==> src/vdc_pkg.sv <==
// ----------------------------------------------------------------------------
// vdc_pkg
// Types and constants for the Van der Corput sequence generator.
// ----------------------------------------------------------------------------
package vdc_pkg;

  localparam int unsigned DIGITS     = 32;
  localparam int unsigned DIG_W      = 4;
  localparam int unsigned ADDR_W     = (DIGITS > 1) ? $clog2(DIGITS) : 1;

  localparam logic [0:0] ADDR_BASE = 1'b0;

  localparam logic KIND_LOAD = 1'b0;
  localparam logic KIND_NEXT = 1'b1;

  typedef struct packed {
    logic        kind;
    logic [31:0] start_index;
  } vdc_in_t;

  typedef struct packed {
    logic [31:0] point;
    logic        wrapped;
  } vdc_out_t;

endpackage

==> src/van_der_corput_sequence.sv <==
// ----------------------------------------------------------------------------
// van_der_corput_sequence
// Radical inverse generator in a configurable base, digits held in a memory.
// ----------------------------------------------------------------------------
// Channel | Direction | Handshake              | Payload
// in_     | input     | in_valid / in_ready    | vdc_in_t: kind, start_index
// out_    | output    | out_valid / out_ready  | vdc_out_t: point, wrapped
// cfg_    | input     | APB write, pready high | base at byte address 0
//
// Both items use one nibble-wide long division step by b per cycle, 8 per digit.
// Load: 32 digits of 8 steps, then idle again.
// Next: S_RD and S_SEED fetch the top digit, S_DIV divides through all digits, then
// S_IRD/S_IWR run for each digit the carry reaches (1 to 32 digits), then S_OUT.
// The output cycle stalls while the previous result is still unread.
// After reset a sweep clears all 32 digits of the memory; no item is taken then.
// ----------------------------------------------------------------------------
module van_der_corput_sequence (
  input  logic                 clk,
  input  logic                 rst_n,
  input  logic                 in_valid,
  output logic                 in_ready,
  input  vdc_pkg::vdc_in_t     in_data,
  output logic                 out_valid,
  input  logic                 out_ready,
  output vdc_pkg::vdc_out_t    out_data,
  input  logic                 cfg_psel,
  input  logic                 cfg_penable,
  input  logic                 cfg_pwrite,
  input  logic [0:0]           cfg_paddr,
  input  logic [31:0]          cfg_pwdata,
  output logic [31:0]          cfg_prdata,
  output logic                 cfg_pready
);
  import vdc_pkg::*;

  typedef enum logic [3:0] {
    S_CLR, S_IDLE, S_LOAD, S_RD, S_SEED, S_DIV, S_IRD, S_IWR, S_OUT
  } state_t;

  state_t                state_r;
  logic [4:0]            base_r;
  logic [4:0]            b_r;
  logic [ADDR_W-1:0]     cnt_r;
  logic [2:0]            nib_r;
  logic [3:0]            rem_r;
  logic [31:0]           q_r;
  logic                  wrapped_r;
  logic                  out_valid_r;
  vdc_out_t              out_data_r;

  logic [DIG_W-1:0]      mem [DIGITS];
  logic [DIG_W-1:0]      rd_r;
  logic                  we;
  logic [DIG_W-1:0]      wdata;
  logic [ADDR_W-1:0]     raddr;

  logic [4:0]            b_eff;
  logic [4:0]            b_m1;
  logic [DIG_W-1:0]      d_sat;
  logic                  inc_wrap;
  logic                  nib_last;
  logic                  cnt_last;
  logic                  cfg_wr;
  logic [8:0]            sv;
  logic [3:0]            sq;

  assign cfg_pready = 1'b1;
  assign cfg_prdata = {27'd0, base_r};
  assign in_ready   = (state_r == S_IDLE);
  assign out_valid  = out_valid_r;
  assign out_data   = out_data_r;

  assign cfg_wr   = cfg_psel && cfg_penable && cfg_pwrite && cfg_pready &&
                    (cfg_paddr == ADDR_BASE);
  assign b_m1     = b_r - 5'd1;
  assign d_sat    = ({1'b0, rd_r} >= b_r) ? b_m1[DIG_W-1:0] : rd_r;
  assign inc_wrap = ({1'b0, rd_r} >= b_m1);
  assign nib_last = (nib_r == 3'd7);
  assign cnt_last = (cnt_r == ADDR_W'(DIGITS - 1));

  always_comb begin
    if (base_r < 5'd2) begin
      b_eff = 5'd2;
    end else if (base_r > 5'd16) begin
      b_eff = 5'd16;
    end else begin
      b_eff = base_r;
    end
  end

  // one long division step: {rem, top nibble} / b, rem < b keeps the quotient in 4 bits
  always_comb begin
    sv = {1'b0, rem_r, q_r[31:28]};
    sq = '0;
    for (int j = 3; j >= 0; j--) begin
      if (sv >= ({4'd0, b_r} << j)) begin
        sv    = sv - ({4'd0, b_r} << j);
        sq[j] = 1'b1;
      end
    end
  end

  always_ff @(posedge clk) begin
    if (we) begin
      mem[cnt_r] <= wdata;
    end
    rd_r <= mem[raddr];
  end

  always_comb begin
    we    = 1'b0;
    wdata = '0;
    raddr = cnt_r;
    case (state_r)
      S_CLR: we = 1'b1;
      S_LOAD: begin
        we    = nib_last;
        wdata = sv[DIG_W-1:0];
      end
      // fetch the next lower digit while this one is divided
      S_DIV: raddr = cnt_r - ADDR_W'(1);
      S_IWR: begin
        we    = 1'b1;
        wdata = inc_wrap ? '0 : rd_r + 4'd1;
      end
      default: ;
    endcase
  end

  always_ff @(posedge clk) begin
    if (!rst_n) begin
      state_r     <= S_CLR;
      base_r      <= 5'd2;
      b_r         <= 5'd2;
      cnt_r       <= '0;
      nib_r       <= '0;
      rem_r       <= '0;
      q_r         <= '0;
      wrapped_r   <= 1'b0;
      out_valid_r <= 1'b0;
      out_data_r  <= '0;
    end else begin
      if (cfg_wr) begin
        base_r <= cfg_pwdata[4:0];
      end
      if (state_r == S_OUT && (!out_valid_r || out_ready)) begin
        out_valid_r        <= 1'b1;
        out_data_r.point   <= q_r;
        out_data_r.wrapped <= wrapped_r;
      end else if (out_ready) begin
        out_valid_r <= 1'b0;
      end
      case (state_r)
        S_CLR: begin
          cnt_r <= cnt_r + ADDR_W'(1);
          if (cnt_last) begin
            state_r <= S_IDLE;
          end
        end
        S_IDLE: begin
          if (in_valid && in_ready) begin
            b_r   <= b_eff;
            nib_r <= '0;
            if (in_data.kind == KIND_LOAD) begin
              q_r     <= in_data.start_index;
              rem_r   <= '0;
              cnt_r   <= '0;
              state_r <= S_LOAD;
            end else begin
              q_r     <= '0;
              cnt_r   <= ADDR_W'(DIGITS - 1);
              state_r <= S_RD;
            end
          end
        end
        S_LOAD: begin
          // q_r is divided by b in place; the remainder is the digit
          q_r   <= {q_r[27:0], sq};
          nib_r <= nib_r + 3'd1;
          if (nib_last) begin
            rem_r <= '0;
            if (cnt_last) begin
              state_r <= S_IDLE;
            end else begin
              cnt_r <= cnt_r + ADDR_W'(1);
            end
          end else begin
            rem_r <= sv[3:0];
          end
        end
        S_RD: state_r <= S_SEED;
        S_SEED: begin
          rem_r   <= d_sat;
          nib_r   <= '0;
          state_r <= S_DIV;
        end
        S_DIV: begin
          // (digit * 2^32 + q_r) / b, top digit first
          q_r   <= {q_r[27:0], sq};
          nib_r <= nib_r + 3'd1;
          if (nib_last) begin
            rem_r <= d_sat;
            if (cnt_r == '0) begin
              state_r <= S_IRD;
            end else begin
              cnt_r <= cnt_r - ADDR_W'(1);
            end
          end else begin
            rem_r <= sv[3:0];
          end
        end
        S_IRD: state_r <= S_IWR;
        S_IWR: begin
          if (inc_wrap && !cnt_last) begin
            cnt_r   <= cnt_r + ADDR_W'(1);
            state_r <= S_IRD;
          end else begin
            wrapped_r <= inc_wrap;
            state_r   <= S_OUT;
          end
        end
        S_OUT: begin
          if (!out_valid_r || out_ready) begin
            state_r <= S_IDLE;
          end
        end
        default: state_r <= S_IDLE;
      endcase
    end
  end

endmodule

==> config.mk <==
export PLATFORM = sky130hd
export DESIGN_NAME = van_der_corput_sequence
export DESIGN_NICKNAME = d
export VERILOG_FILES = /design/src/vdc_pkg.sv /design/src/van_der_corput_sequence.sv
export SDC_FILE = /design/constraint.sdc
export NUM_CORES = 1
export LEC_CHECK = 0
export ABC_AREA = 1
export BUFFER_PORTS_ARGS = -buffer_cell sky130_fd_sc_hd__buf_4
export CORE_ASPECT_RATIO = 1.1
export CORE_UTILIZATION = 55
export CTS_BUF_LIST = sky130_fd_sc_hd__clkbuf_16
export DETAILED_ROUTE_END_ITERATION = 16
export PLACE_DENSITY = 0.76
export SETUP_SLACK_MARGIN = 0.3
export SLEW_MARGIN = 20
export SYNTH_ARGS = -nofsm -noshare
export SYNTH_HDL_FRONTEND = slang
export SYNTH_SLANG_ARGS = --single-unit
==> constraint.sdc <==
create_clock -name clk -period 13.8 [get_ports clk]
set_input_delay 2.76 -clock clk [delete_from_list [all_inputs] [get_ports clk]]
set_output_delay 2.76 -clock clk [all_outputs]
set_load 0.005 [all_outputs]
## Word level (Yosys, flattened, before mapping)

Memory sizes are Yosys's and may differ from the RTL's. A register that Yosys moved wholly into a read port is not among the register bits.
Cells that the tools add are included.

| storage, ports and cells | value |
|---|---|
| register bits | 93 |
| memory bits (writable) | 128 |
| bits of input ports | 73 |
| memories kept | 1 |

| cells by class | value |
|---|---|
| add/sub/neg operators | 9 |
| $lt $le $gt $ge | 8 |
| eq/ne operators | 19 |
| multiplexer cells | 46 |
| bitwise logic cells | 2 |
| reduce and logical (&&, ||, !) cells | 25 |

Memories:

| name | words | bits a word | rd ports | clocked after Yosys merged registers in | write ports | line | RTL |
|---|---|---|---|---|---|---|---|
| mem | 32 | 4 | 1 | 1 | 1 | van_der_corput_sequence.sv:51 | `logic [DIG_W-1:0] mem [DIGITS];` |

Operators by type and width:

| kind | number |
|---|---|
| 32-bit two-way mux | 2 |
| 32-bit one-hot mux with 2 select lines | 1 |
| 4-bit two-way mux | 14 |
| 5-bit two-way mux | 10 |
| 4-bit one-hot mux with 9 select lines | 1 |
| 9-bit two-way mux | 3 |
| 5-bit one-hot mux with 5 select lines | 1 |
| 4-bit by 3-bit == test with 1-bit output, second input constant | 4 |
| 4-bit one-hot mux with 4 select lines | 1 |
| 2-bit != test, second input constant | 7 |
| 4-bit by 5-bit greater-or-equal comparator with 1-bit output | 2 |
| 5-bit by 1-bit subtractor with 5-bit output, second input constant | 2 |
| 9-bit by 5-bit greater-or-equal comparator with 1-bit output | 1 |
| 9-bit by 6-bit greater-or-equal comparator with 1-bit output | 1 |
| 9-bit by 7-bit greater-or-equal comparator with 1-bit output | 1 |
| 1-bit two-way mux | 9 |
| 3-bit one-hot mux with 3 select lines | 1 |
| 8-bit by 8-bit subtractor with 9-bit output | 1 |
| 9-bit by 6-bit subtractor with 9-bit output | 1 |
| 9-bit by 7-bit subtractor with 9-bit output | 1 |
| 4-bit by 2-bit == test with 1-bit output, second input constant | 2 |
| 8-bit greater-or-equal comparator | 1 |
| 4-bit one-hot mux with 2 select lines | 1 |
| 2-bit AND reduction | 4 |
| 27 further kinds | 37 |

## Logic depth before layout (Yosys ltp)

Gate-level depths: netlist of run 1.

| depth | value |
|---|---|
| depth in word-level cells | 10 |
| gate-level depth with buffers | 52 |
| depth with buffers taken out | 52 |

## Worst setup path after synthesis of run 1

Ideal clock, no wire load.

| timing | value |
|---|---|
| path type | register -> register |
| start | reg b_r[1] |
| end | mem mem[0][0] (data pin) |
| library setup time | 278 ps |
| arrival | 5916 ps |
| data required time | 13522 ps |
| setup slack | 7606 ps |
| stages on the path, launching flop included | 47 |
| buffers on the path | 0 |
| cell sequence | dfxtp_1 -> inv_1 -> fa_1 -> nand2_1 -> nand2_1 -> nand3_2 -> nand3_4 -> inv_1 -> o21a_1 -> inv_1 -> ha_1 -> nand2_1 -> nor2_1 -> nand2_1 -> nand3_1 -> inv_1 -> nand2_1 -> nor2_4 -> [... 11 more ...] -> nand3b_1 -> nor2_2 -> nand2_1 -> nand2_1 -> inv_1 -> ha_1 -> a21oi_1 -> nand2_1 -> nand2_1 -> nand3b_1 -> a21o_1 -> nor2_1 -> nand2_1 -> nor2_1 -> nand2_2 -> o21bai_1 -> nand3_1 -> nand2_1 |

| on the way | value |
|---|---|
| word-level cells in the longest chain between the ends | 9 |
| elaborated cells between the ends (all ways) | 16 |
| those cells by class | add/sub (5); order compare (5); mux (6) |

RTL lines:

| element | line | RTL |
|---|---|---|
| start: declaration | van_der_corput_sequence.sv:42 | `logic [4:0] b_r;` |
| start signal: assignment | van_der_corput_sequence.sv:134 | `b_r <= 5'd2;` |
| start signal: assignment | van_der_corput_sequence.sv:162 | `b_r <= b_eff;` |
| 8-bit by 8-bit subtractor with 9-bit output or 8-bit greater-or-equal comparator (tied branches) | van_der_corput_sequence.sv:97, van_der_corput_sequence.sv:96 |  |
| 9-bit two-way mux | van_der_corput_sequence.sv:96 | `if (sv >= ({4'd0, b_r} << j)) begin` |
| 9-bit by 7-bit subtractor with 9-bit output or 9-bit by 7-bit greater-or-equal comparator with 1-bit output (tied branches) | van_der_corput_sequence.sv:97, van_der_corput_sequence.sv:96 |  |
| 9-bit two-way mux | van_der_corput_sequence.sv:96 |  |
| 9-bit by 6-bit subtractor with 9-bit output or 9-bit by 6-bit greater-or-equal comparator with 1-bit output (tied branches) | van_der_corput_sequence.sv:97, van_der_corput_sequence.sv:96 |  |
| 9-bit two-way mux | van_der_corput_sequence.sv:96 |  |
| 9-bit by 5-bit greater-or-equal comparator with 1-bit output or 4-bit subtractor (tied branches) | van_der_corput_sequence.sv:96, van_der_corput_sequence.sv:97 |  |
| 4-bit two-way mux | van_der_corput_sequence.sv:96 |  |
| 4-bit one-hot mux with 2 select lines * | van_der_corput_sequence.sv:114 | `case (state_r)` |
| named net wdata[0] | van_der_corput_sequence.sv:54 | `logic [DIG_W-1:0] wdata;` |
| end: declaration | van_der_corput_sequence.sv:51 |  |

Mark *: on every way through the listed nets, which the timed path passes. The rest lies on a longest branch.

## Worst setup path in the final report of run 1

| timing | value |
|---|---|
| start | reg b_r[0] |
| end | mem mem[20][1] (data pin) |

Same word-level chain as after synthesis.

==> summary.md, run 1 <==
| Metric | Value |
|---|---|
| Critical path buffers and inverters | 8 |
| Ys Warns | 0 |
| Top Usage Layer GRT | met2 |
| Chip width | between 100 and 150 um |
| Initial antenna violation count | 0 |
| Post-route ant nets | 0 |
| Largest delay share family, worst path | simple AND/OR/NAND/NOR gates |
| Max_cap viols | 0 |
| Post-CTS Setup Inserts | 0 |
| Starting Density | roughly 57% |
| Fmax | 131 MHz |
| Hold Path Class | reg -> reg |
| Register clock-pin slew on the reported worst setup and hold paths | roughly 0.06 ns |
| Total congestion overflow | 0 |
| CTS buffer count | 23 |
| Post-Route WL | between 20 and 30 mm |
| Area share of the largest cell type after synthesis | approximately a third |
| Vias in the first global route | 8751 |
| Max-Slew Margin vs Limit | 27.7% |
| Worst setup path end | mem[20][1]$_DFFE_PP_ |
| Slowest CP cell | nand2_1 |
| Largest net degree at the start of global routing | between 60 and 70 |
| Rows | 54 |
| Post-route clock skew | 0.0203 ns |
| Detail Placement HPWL | 17.2 mm |
| Grt met1 use | a little under a third |
| Hold_buf cts | 0 |
| TritonCTS clock tree | yes |
| Period utilization | roughly 55% |
| Crit end category | flop |
| WHS Path Cells | 2 |
| H-Tree Depth | 1 |
| Worst VDD drop | between 90 and 100 uV |
| Setup TNS | 0 ns |
| Root buf cell | clkbuf_16 |
| Height of the die | between 150 and 200 um |
| Levels on crit path | 47 |
| Top post-synthesis cells by area | edfxtp_1, dfxtp_1, nand2_1, nand3_1, ha_1 |
| Fin. Hold Viols | 0 |
| Worst setup SP type | flop |
| Synth area leader | edfxtp_1 |
| Reg2reg setup slack | roughly 6.1 ns |
| Drt pass-1 iters | 12 |
| Post-synth EDFFs | 128 |
| Syn avg cell area | 8.76 um^2 |
| Cells after Synth | 1292 |
| Reg2reg end | mem[20][1]$_DFFE_PP_ |
| Reg2reg path depth | 47 |
| Met3 Use GR | ~4.9% |
| Violated checks | DRC |
| Initial DRC count | roughly 730 |
| Port bufs | 85 |
| Crit path top cell by count | nand2_1 |
| Sequential element share of the synthesized area | between 50% and 60% |
| Most frequent cells after synthesis | nand2_1, nand3_1, edfxtp_1 |
| CP Max Fanout | 32 |
| Post-DP Area | approximately 0.012 mm^2 |
| Nets | ~1500 |
| Count leader, synth | nand2_1 |
| Routability congestion estimate | ~0.87 |
| Period minus WS final | between 7 and 8 ns |
| CP Data Required Time | roughly 14 ns |
| #FFs+latches synth | roughly 230 |
| Die footprint | around 0.021 mm^2 |
| Slew @ Worst Pin | between 1 and 1.5 ns |
| Async S/R FF share, synth | 0% |
| Critical path arrival | between 7 and 8 ns |
| # DRC | 5 |
| Top_reg_cell synth | edfxtp_1 |
| CORE AREA | between 0.015 and 0.02 mm^2 |
| Drt via density | around 5.6 |
| Max Root-Sink Buffers | 3 |
| Synth Cell Area | roughly 0.011 mm^2 |
| Clock sink count | 225 |
| Run status | complete, but fails checks |
| Boundary pin count | 141 |
| Final slew viol count | 0 |
| GR Util met2 | between 40% and 50% |
| Tot GR Track Use | 25.1% |
| Post-route cell area | 0.0127 mm^2 |
| CTS resizes | 0 |
| Area grow syn2layout | 11.8% |
| RSZ-0062 raised after global routing | false |
| Antenna diode count | 0 |
| Reg2reg start | b_r[0]$_SDFFE_PN0P_ |
| Post-DR wirelength/cell | ~16 um |
| Yosys cell types | 52 |
| Crit path launch | b_r[0]$_SDFFE_PN0P_ |
| Worst skew pair latency | 0.52 ns |
| Vias post-DR | a little over 9000 |
| Crit path largest cell delay | between 0.8 and 0.9 ns |
| LEAKAGE | roughly 5.4 nW |
| Layout cell share with drive strength beyond 1 | 12.3% |
| # setup viols final | 0 |
| Setup Crit Path Kind | reg -> reg |
| Global-route wire length before repair | around 43 mm |
| P per Cell Area | about 110 mW/mm^2 |
## stage by stage
stage	std cells	setup WS (ns)	hold WS, ns	total power [mW]	utilization, %
detailed placement	1578	6.16	0.455	0.840	59.8
floorplan	1318	7.61	0.443	0.811	-
finish	1620	6.14	0.464	1.39	63.3
global placement	1578	6.33	0.449	0.837	59.8
global route	1620	5.33	0.471	1.43	63.3
CTS	1620	6.11	0.465	1.39	63.2
## power breakdown
group | leakage (nW) | switching [mW] | internal [mW]
clock network | 0.355 | 0.247 | 0.313
registers | 1.84 | 0.00714 | 0.710
logic | 3.17 | 0.0716 | 0.0379
## state kept, by name (all words and copies together) (netlist names)
register   flops
mem          128
out_data      33
rd_r           4
q_r           32
b_r            5
rem_r          4
nib_r          3
state_r        4
wrapped_r      1
out_valid      1
base_r         5
cnt_r          5
## layout by cell type, fill, tap and decap left out, types with 4 or more instances in the layout
cell       count
nand2_1      303
nand3_1      185
edfxtp_1     128
inv_1        100
dfxtp_1       97
buf_4         91
a21oi_1       85
nor2_1        72
ha_1          38
o21ai_0       35
conb_1        28
o211ai_1      24
clkbuf_16     24
a22oi_1       17
nand2_2       15
clkinv_1      10
inv_2          8
xor2_1         8
a221o_1        8
nand4_1        6
nor3_1         6
o21a_1         6
a211oi_1       6
nor2_2         5
xnor2_1        5
o21ai_1        5
or2_2          4
o21bai_1       4
a221oi_1       4
fa_1           4
clkinv_2       4
## layout make-up
| type | count | area [um^2] |
|---|---|---|
| fillers | 1698 | 7340 |
| flip-flops and latches | 225 | 5790 |
| multi-input cells | 903 | 4790 |
| repair buffers | 91 | 683 |
| clock buffers | 24 | 601 |
| inverters | 107 | 407 |
| well taps | 252 | 315 |
| clock inverters | 18 | 77.6 |
## tightest hold or removal path: stages (launching register included)
cell     delay [ns]
dfxtp_1        0.31
nand2_1        0.06
a21oi_1        0.05
## metal layers
metal,routed length [um],up-vias
met4,751,0
li1,-,4487
met1,11000,4257
met3,1800,55
met2,13000,310
met5,0,-
## how the worst min path moves through the flow
| stage | start | end | slack (ns) |
|---|---|---|---|
| final | out_data[4]$_SDFFE_PN0P_ | out_data[4]$_SDFFE_PN0P_ | 0.46 |
| after global routing | out_data[4]$_SDFFE_PN0P_ | out_data[4]$_SDFFE_PN0P_ | 0.47 |
| after CTS | out_data[4]$_SDFFE_PN0P_ | out_data[4]$_SDFFE_PN0P_ | 0.46 |
| after detailed placement | out_data[12]$_SDFFE_PN0P_ | out_data[12]$_SDFFE_PN0P_ | 0.46 |
| after global placement | out_data[2]$_SDFFE_PN0P_ | out_data[2]$_SDFFE_PN0P_ | 0.45 |
| after floorplan | nib_r[1]$_SDFFE_PN0P_ | nib_r[1]$_SDFFE_PN0P_ | 0.44 |
## logic make-up after synthesis
group | share of synthesized area [%]
buffers and inverters | 7.63
AO/OA/AOI/OAI | 11.4
XOR/XNOR | 1.01
other | 0.0663
adder cells (fa/ha/maj) | 5.02
flip-flops | 51.1
AND/OR/NAND/NOR | 23.8
Note: power is estimated with default switching activity, not from simulation.
==> run 2: changes to the inputs <==
--- a/config.mk
+++ b/config.mk
@@ -5,7 +5,7 @@
 export SDC_FILE = /design/constraint.sdc
 export NUM_CORES = 1
 export LEC_CHECK = 0
-export ABC_AREA = 1
+export ABC_AREA = 0
 export BUFFER_PORTS_ARGS = -buffer_cell sky130_fd_sc_hd__buf_4
 export CORE_ASPECT_RATIO = 1.1
 export CORE_UTILIZATION = 55
==> constraint.sdc (replaced) <==
create_clock -name clk -period 7.1 [get_ports clk]
set_input_delay 1.42 -clock clk [delete_from_list [all_inputs] [get_ports clk]]
set_output_delay 1.42 -clock clk [all_outputs]
set_load 0.005 [all_outputs]
==> run 2 against run 1 <==
The run now ends clean. Register-to-register slack worse by 5.7 ns. Wire length is 0.74% lower. Die area is 3.3% lower. Sequential cell count stayed put. Cell count is 17% lower. Clock power is 110% higher. Sequential power is 96% higher. Sequential share of layout area is 1.5 points lower. Setup slack worse by 5.7 ns. First-iteration DRC count is 21% lower. Critical endpoint is now mem[23][0]$_DFFE_PP_. Fmax is 16% higher. Non-clock buffer count is 46 higher.
==> summary.md, run 2 <==
| Metric | Value |
|---|---|
| Synth Cell Area | between 0.01 and 0.015 mm^2 |
| Clock sink count | roughly 230 |
| Worst VDD drop | 155 uV |
| Vias in the first global route | approximately 7400 |
| Initial antenna violation count | 0 |
| Register clock-pin slew on the reported worst setup and hold paths | roughly 0.060 ns |
| Setup TNS | 0 ns |
| #FFs+latches synth | ~230 |
| Count leader, synth | edfxtp_1 |
| # setup viols final | 0 |
| Slew @ Worst Pin | roughly 0.87 ns |
| Max reg flops | around 130 |
| Total congestion overflow | 0 |
| Run status | completed |
| Hold Path Origin | out_data[22]$_SDFFE_PN0P_ |
| Drt pass-1 iters | 5 |
| Antenna diode count | 0 |
| Commonest non-fill, non-tap cells in the layout | buf_4, edfxtp_1, nand2_1 |
| Max Root-Sink Buffers | 3 |
| Port bufs | 85 |
| Max-Slew Margin vs Limit | about two fifths |
| Cells after Synth | ~970 |
| RSZ-0062 raised after global routing | false |
| Setup Crit Path Kind | reg -> reg |
| Syn avg cell area | between 10 and 15 um^2 |
| Height of the die | approximately 150 um |
| Slowest CP cell | fa_2 |
| Most frequent cells after synthesis | edfxtp_1, nand2_1, dfxtp_1 |
| Largest net degree at the start of global routing | 76 |
| Top_reg_cell synth | edfxtp_1 |
| Max_cap viols | 0 |
| Vias post-DR | approximately 8000 |
| Top post-synthesis cells by area | edfxtp_1, dfxtp_1, mux4_2, ha_1, a21oi_1 |
| Final slew viol count | 0 |
| LEAKAGE | around 4.8 nW |
| Starting Density | about 57% |
| Post-synth EDFFs | ~130 |
| # DRC | 0 |
| Nets | roughly 1200 |
| Reg2reg setup slack | about 0.47 ns |
| Most flops, register | mem |
| Period minus WS final | ~6.6 ns |
| Rows | between 50 and 60 |
| Filler cells | between 1000 and 1500 |
| Fmax | 151 MHz |
| H-Tree Depth | 1 |
| Yosys cell types | 69 |
| Post-route clock skew | between 0.015 and 0.02 ns |
| Critical path arrival | roughly 7 ns |
| Area grow syn2layout | 19.7% |
| CTS buffer count | 24 |
| P per Cell Area | 214 mW/mm^2 |
| Worst skew pair latency | between 0.5 and 0.6 ns |
| Chip width | around 140 um |
| Crit end category | flop |
| Most common cell after layout, fill and taps aside | buf_4 |
| WHS Path Cells | 2 |
| Ys Warns | 0 |
| Period utilization | between 90% and 100% |
| Post-DR wirelength/cell | approximately 20 um |
| Fin. Hold Viols | 0 |
| CORE AREA | a little under 0.02 mm^2 |
| Tot GR Track Use | 25.7% |
| Drt via density | 5.95 |
| Layout cell share with drive strength beyond 1 | 25.8% |
| Hold Path End | out_data[22]$_SDFFE_PN0P_ |
| Reg2reg start | b_r[0]$_SDFFE_PN0P_ |
| Reg2reg path depth | 33 |
| Async S/R FF share, synth | 0% |
| Post-route ant nets | 0 |
| Crit path largest cell delay | approximately 0.39 ns |
| Boundary pin count | approximately 140 |
| Die footprint | roughly 0.02 mm^2 |
| CP Max Fanout | 7 |
| Post-Route WL | around 26 mm |
| Hold Path Class | reg -> reg |
| Worst setup SP type | flop |
| Area occupied by multi-input gates | between 0.005 and 0.006 mm^2 |
| Initial DRC count | a little under 600 |
| Area share of the largest cell type after synthesis | about a third |
| FF+latch area | roughly 0.0058 mm^2 |
| CP Data Required Time | 7.47 ns |
| Global-route wire length before repair | slightly above 40 mm |
| Detail Placement HPWL | between 15 and 20 mm |
| Root buf cell | clkbuf_16 |
| Sequential element share of the synthesized area | 52.9% |
| TritonCTS clock tree | yes |
| Routability congestion estimate | ~0.86 |
| Hold_buf cts | 0 |
| Reg2reg end | mem[23][0]$_DFFE_PP_ |
| Final core utilization | 67.9% |
| Synth area leader | edfxtp_1 |
[run 2: changes by cell type in the layout (fill, tap and decap cells not counted), moves of 14 or more]
cell      change
inv_1        -68
a211oi_1     +31
and3_1       +33
nor2b_1      +14
a22oi_1      -14
o211ai_1     -23
nand2_1     -201
mux4_2       +40
nand2_2      -14
buf_4        +38
nand3_1     -178
[run 2: worst max-delay path by stage]
stage / startpoint / slack (ns) / depth (start not counted) / end
2_1_floorplan: b_r[1]$_SDFFE_PN1P_ / 0.33 / 30 / mem[0][0]$_DFFE_PP_
3_3_place_gp: b_r[3]$_SDFFE_PN0P_ / 0.17 / 31 / mem[6][1]$_DFFE_PP_
3_5_place_dp: b_r[3]$_SDFFE_PN0P_ / 0.03 / 29 / mem[6][1]$_DFFE_PP_
4_1_cts: b_r[0]$_SDFFE_PN0P_ / 0.32 / 32 / mem[6][0]$_DFFE_PP_
5_1_grt: b_r[3]$_SDFFE_PN0P_ / 0.16 / 35 / mem[23][0]$_DFFE_PP_
6_report: b_r[0]$_SDFFE_PN0P_ / 0.47 / 33 / mem[23][0]$_DFFE_PP_
[run 2: per-stage QoR]
stage          area, um^2  setup WS (ns)  hold slack [ns]  total power, mW  instances
2_1_floorplan       11100          0.333            0.432             1.58        992
3_3_place_gp        12000          0.168            0.444             1.63       1289
3_5_place_dp        12000         0.0299            0.447             1.64       1289
4_1_cts             12800          0.317            0.456             2.81       1336
5_1_grt             13100          0.163            0.484             2.89       1343
6_report            13100          0.473            0.454             2.80       1343
[run 2: cell type report]
| type | count | share of cell area [%] |
|---|---|---|
| well taps | 247 | 2.36 |
| clock inverters | 19 | 0.946 |
| multi-input cells | 660 | 38.5 |
| clock buffers | 25 | 4.78 |
| inverters | 30 | 0.860 |
| flip-flops and latches | 225 | 44.2 |
| repair buffers | 137 | 8.39 |
[run 2: layer usage]
layer  GRT usage [%]  up-vias  part of all wire, %
met2            41.5      321                   49
met4            6.56        0                  2.4
met5               0        -                    0
li1                -     3733                    -
met3            3.69       46                  6.7
met1            36.3     3889                   42
[run 2: cells by family (layout without fill, tap and decap cells)]
| logic type | Yosys count | after routing | synth area share (%) |
|---|---|---|---|
| other cells | 2 | 28 | 0.0686 |
| xor+xnor | 19 | 19 | 1.52 |
| mux | 64 | 64 | 10.6 |
| buf+inv | 108 | 211 | 4.67 |
| flops | 225 | 225 | 52.9 |
| simple gates | 293 | 293 | 12.8 |
| fa+ha+maj | 43 | 43 | 5.19 |
| compound gates | 212 | 213 | 12.2 |
[run 2: timing repair]
item / in CTS / in global routing
pin swaps: 2 / 12
endpoints found under the hold margin: 0 / 0
setup buffers: 2 / 5
cloned: 1 / 2
gates resized for setup: 5 / 37
setup endpoints to repair: 128 / 133
[run 2: critical path, delay by kind of cell (launching register included)]
kind,cells,cell delay [ns]
and+or+nand+nor,7,0.95
AOI/OAI and AO/OA,12,2.01
DFF,1,0.36
adders and majority gates,5,1.41
muxes,3,0.92
buffers and inverters,6,0.83
[run 2: power breakdown]
part / total [mW] / internal, mW / switching, mW
Clock: 1.18 / 0.676 / 0.507
Sequential: 1.41 / 1.39 / 0.0205
Combinational: 0.210 / 0.0998 / 0.110
Total: 2.80 / 2.16 / 0.638
